**src/sv/rvxu_ram.sv**
```systemverilog
// Generic single-write, single-read RAM with registered read data.
module rvxu_ram #(
  parameter int WIDTH = 8,
  parameter int DEPTH = 16
) (
  input  logic                     clk,
  input  logic                     we,
  input  logic [$clog2(DEPTH)-1:0] waddr,
  input  logic [WIDTH-1:0]         wdata,
  input  logic                     re,
  input  logic [$clog2(DEPTH)-1:0] raddr,
  output logic [WIDTH-1:0]         rdata
);

  logic [WIDTH-1:0] mem [DEPTH];

  // Write port, read port returns the old contents on a collision
  always_ff @(posedge clk) begin
    if (we) begin
      mem[waddr] <= wdata;
    end
    if (re) begin
      rdata <= mem[raddr];
    end
  end

endmodule

```
**src/sv/rvxu_regfile.sv**
```systemverilog
// Register file: two read ports, one write port, per-register valid bits for reset.
module rvxu_regfile (
  input  logic        clk,
  input  logic        rst,
  input  logic        re,
  input  logic [4:0]  raddr1,
  input  logic [4:0]  raddr2,
  input  logic        we,
  input  logic [4:0]  waddr,
  input  logic [31:0] wdata,
  output logic [31:0] rdata1,
  output logic [31:0] rdata2
);

  logic [31:0] vbits;
  logic        v1;
  logic        v2;
  logic [31:0] ram1;
  logic [31:0] ram2;

  // One copy per read port, both written together
  rvxu_ram #(.WIDTH(32), .DEPTH(32)) u_bank1 (
    .clk   (clk),
    .we    (we),
    .waddr (waddr),
    .wdata (wdata),
    .re    (re),
    .raddr (raddr1),
    .rdata (ram1)
  );

  rvxu_ram #(.WIDTH(32), .DEPTH(32)) u_bank2 (
    .clk   (clk),
    .we    (we),
    .waddr (waddr),
    .wdata (wdata),
    .re    (re),
    .raddr (raddr2),
    .rdata (ram2)
  );

  // Mark written registers; unwritten ones read as zero
  always_ff @(posedge clk) begin
    if (rst) begin
      vbits <= '0;
      v1    <= 1'b0;
      v2    <= 1'b0;
    end else begin
      if (we) begin
        vbits[waddr] <= 1'b1;
      end
      if (re) begin
        v1 <= vbits[raddr1];
        v2 <= vbits[raddr2];
      end
    end
  end

  assign rdata1 = v1 ? ram1 : 32'd0;
  assign rdata2 = v2 ? ram2 : 32'd0;

endmodule

```
**config.mk**
```make
export PLATFORM = sky130hd
export DESIGN_NAME = rvxu_regfile
export DESIGN_NICKNAME = d
export VERILOG_FILES = /design/src/sv/rvxu_ram.sv /design/src/sv/rvxu_regfile.sv
export SDC_FILE = /design/constraint.sdc
export NUM_CORES = 1
export LEC_CHECK = 0
export BUFFER_PORTS_ARGS = -buffer_cell sky130_fd_sc_hd__buf_2
export CAP_MARGIN = 10
export CORE_ASPECT_RATIO = 2
export CORE_MARGIN = 1
export CORE_UTILIZATION = 43
export CTS_CLUSTER_DIAMETER = 120
export DETAILED_ROUTE_END_ITERATION = 8
export GPL_ROUTABILITY_DRIVEN = 0
export GPL_TIMING_DRIVEN = 0
export PLACE_DENSITY_LB_ADDON = 0.15
export SETUP_SLACK_MARGIN = 0.3
export SYNTH_ARGS = -nofsm -noshare
export SYNTH_HDL_FRONTEND = slang
export SYNTH_HIERARCHICAL = 1
export SYNTH_SLANG_ARGS = --single-unit
```
**constraint.sdc**
```tcl
create_clock -name clk -period 2.4 [get_ports clk]
set_clock_uncertainty 0.05 [all_clocks]
set_input_delay 0.12 -clock clk [delete_from_list [all_inputs] [get_ports clk]]
set_output_delay 0.12 -clock clk [all_outputs]
set_load 0.01 [all_outputs]
```
==> impl_metrics.csv <==
group,metric,value,unit
timing,holdWs,8.41,ps
clocking,cts_sinks,2146,
global_routing,grt_pass1_vias,45500,
timing,finalCriticalPeriod,2090,ps
synthesis,seq_area_frac_synth,76.5,%
timing,worstMarginPinSlew,1210,ps
floorplan,dieArea,0.197,mm2
synthesis,yosys.area.top_type,"edfxtp_1",
route,drtAntennaViolNets,0,
worst_setup_path,path_buf_inv,3,
route,wl_per_cell,29.0,um
timing,setup_tns,0,ps
floorplan,rows,228,
finish,area_growth,14.8,%
route,drc_errors,0,
floorplan,die_x,314,um
outcome,status,"completed",
clocking,clk_pin_slew_worst_paths,70,ps
clocking,root_buffer,"clkbuf_16",
synthesis,netlist_top_cells_area,"edfxtp_1 76%, mux2i_1 13%, a22oi_1 1.8%",
finish,multiInputGateArea,0.0186,mm2
floorplan,die-height,626,um
worst_hold_path,hold_class,"input port to register",
finish,ff_latch_area,0.0641,mm2
pwr,peakVddDrop,597,uV
timing,setup_viol,0,
route,num_vias,43800,
place,dpl_cell_area,0.0894,mm2
clocking,h-tree-depth,4,
pwr,total_leakage_power,33.4,nW
clocking,clkLatencyLatePin,840,ps
timing,period_share,87.2,%
timing,fmax,0.478,GHz
worst_setup_path,crit_family,"buffers and inverters",
finish,final_nets,5276,
worst_setup_path,cp_slowest_cell,"clkbuf_1",
place,dp.cells,7507,
worst_setup_path,cpPeakStageDelay,770,ps
route,routed_wl,229,mm
synthesis,synthAdderAreaFrac,0,%
global_routing,grt_max_degree,65,
worst_setup_path,cp-start-kind,"input port",
timing,fin_ws,306,ps
worst_setup_path,crit_type,"input port to register",
synthesis,synth_top_area_share,75.7,%
route,drt_iter0_markers,3032,
finish,layout_commonest_cell,"edfxtp_1",
synthesis,synthMuxAreaShare,12.6,%
worst_setup_path,cp_cell_sequence,"buf_2 -> nor2_1 -> clkbuf_1 -> clkbuf_2 -> a22oi_1 -> nand3_1 -> nand3_1",
worst_setup_path,critPathArrivalTime,2580,ps
finish,nFillCells,16000,
synthesis,synth-xor-area-share,0,%
clocking,cts_buffer_depth,4,
clocking,cts_tree,"yes",
route,vias_per_cell,5.53,
floorplan,initial_core_util,43.4,%
worst_setup_path,crit_path_end_kind,"register",
clocking,cts_buffers,195,
global_routing,grt_remaining_overflow,0,
worst_setup_path,crit_required,2880,ps
finish,post-route-util,49.8,%
pwr,p_total,76.4,mW
worst_setup_path,critical_path.max_fanout,10,
route,first_pass_iters,7,
global_routing,grt_util_all_layers,23.3,%
timing,slew_violations,0,
pwr,powerDensity,794,mW/mm2
clocking,cts_setup_buffers,0,
synthesis,synth-compound-area-share,5.04,%
finish,design_area,0.0962,mm2
synthesis,synth_warnings,6,
synthesis,yosysUniqueCellTypes,36,
floorplan,pin_count,115,
synthesis,avgSynthCellArea,17.5,um2
worst_setup_path,cpMostUsedCell,"nand3_1",
global_routing,antenna_found_initial,11,
floorplan,fp.coreArea,0.193,mm2
worst_setup_path,reg2reg_slack,510,ps
place,post-dp-hpwl,162,mm
synthesis,yosys.area_share.simple,3.93,%
timing,hold_violations,0,
global_routing,grt_pass1_wl,323,mm
run,maxCapViolations,0,
place,pre_cts_ws,-1020,ps
synthesis,synth_top_family_by_area,"multiplexers",
timing,rsz0062_at_grt,"false",
timing,slew_headroom,19.5,%
synthesis,syn_inst,4795,
finish,layout.cells.non_filler,7920,
finish,final_cell_mix,"2112 x edfxtp_1, 1056 x mux2i_1, 229 x a21oi_1",
synthesis,syn-num-nets,4846,
synthesis,mappedNetlistArea,0.0838,mm2
finish,drive_above_1_share,12.7,%
synthesis,ys_seq_elements,2146,
place,io_buffers,111,
## repair_timing
action | in CTS | in global routing
cloned | 0 | 0
gates resized for setup | 28 | 3
hold buffers | 27 | 12
endpoints found under the hold margin | 431 | 726
setup endpoints to repair | 82 | 1
## flip-flops by register name, indices dropped and copies added, names as in the netlist
name,cells
u_bank2/rdata,32
u_bank1/rdata,32
u_bank1/mem,1024
v1,1
vbits,32
u_bank2/mem,1024
v2,1
## layer usage
layer	vias to the layer above	GRT usage [%]	part of all wire (%)
li1	19800	-	-
met1	22600	22.0	32
met2	1007	48.6	60
met3	422	2.36	3.0
met4	4	9.95	4.6
met5	-	0	0.011
## synthesized netlist by cell type, drive strengths merged
library cell and count:
nor3 65, a22oi 199, clkbuf 108, dfxtp 34, and3 4, a21oi 230, or2 2, or3 2
nand2b 7, nand4b 1, a22o 129, nor2 106, and2 68, nand3b 10, edfxtp 2112, nor3b 4
a211oi 2, nand3 203, and3b 3, or3b 6, buf 162, nor2b 6, a31oi 64, and2b 2
mux2i 1056, a311oi 2, nand2 208
## cell families (layout without fill, tap and decap cells)
group,count (synthesis),count (layout)
buf+inv,270,852
flops,2146,2146
compound gates,626,626
simple gates,697,697
mux,1056,1056
other cells,0,13
## power by group
group	switching, mW	internal [mW]
Sequential	0.150	41.7
Clock	13.3	16.6
Combinational	3.17	1.45
Total	16.6	59.8
## layout make-up
| class | instances | area share, % |
|---|---|---|
| tap | 2530 | 3.29 |
| clock inverter | 97 | 0.818 |
| multi-input combinational | 2379 | 19.3 |
| buffer | 270 | 1.77 |
| sequential | 2146 | 66.7 |
| clock buffer | 252 | 5.41 |
| antenna | 13 | 0.0338 |
| timing repair buffer | 233 | 2.72 |
## final timing paths
check,from,endpoint,depth (start not counted)
max,raddr2[1],u_bank2/rdata[24],7
min,wdata[6],u_bank2/mem[8][6],1
max reg2reg,vbits[3],v1,6
min reg2reg,vbits[8],vbits[8],2
No activity file was read; power rests on OpenSTA's default activity.
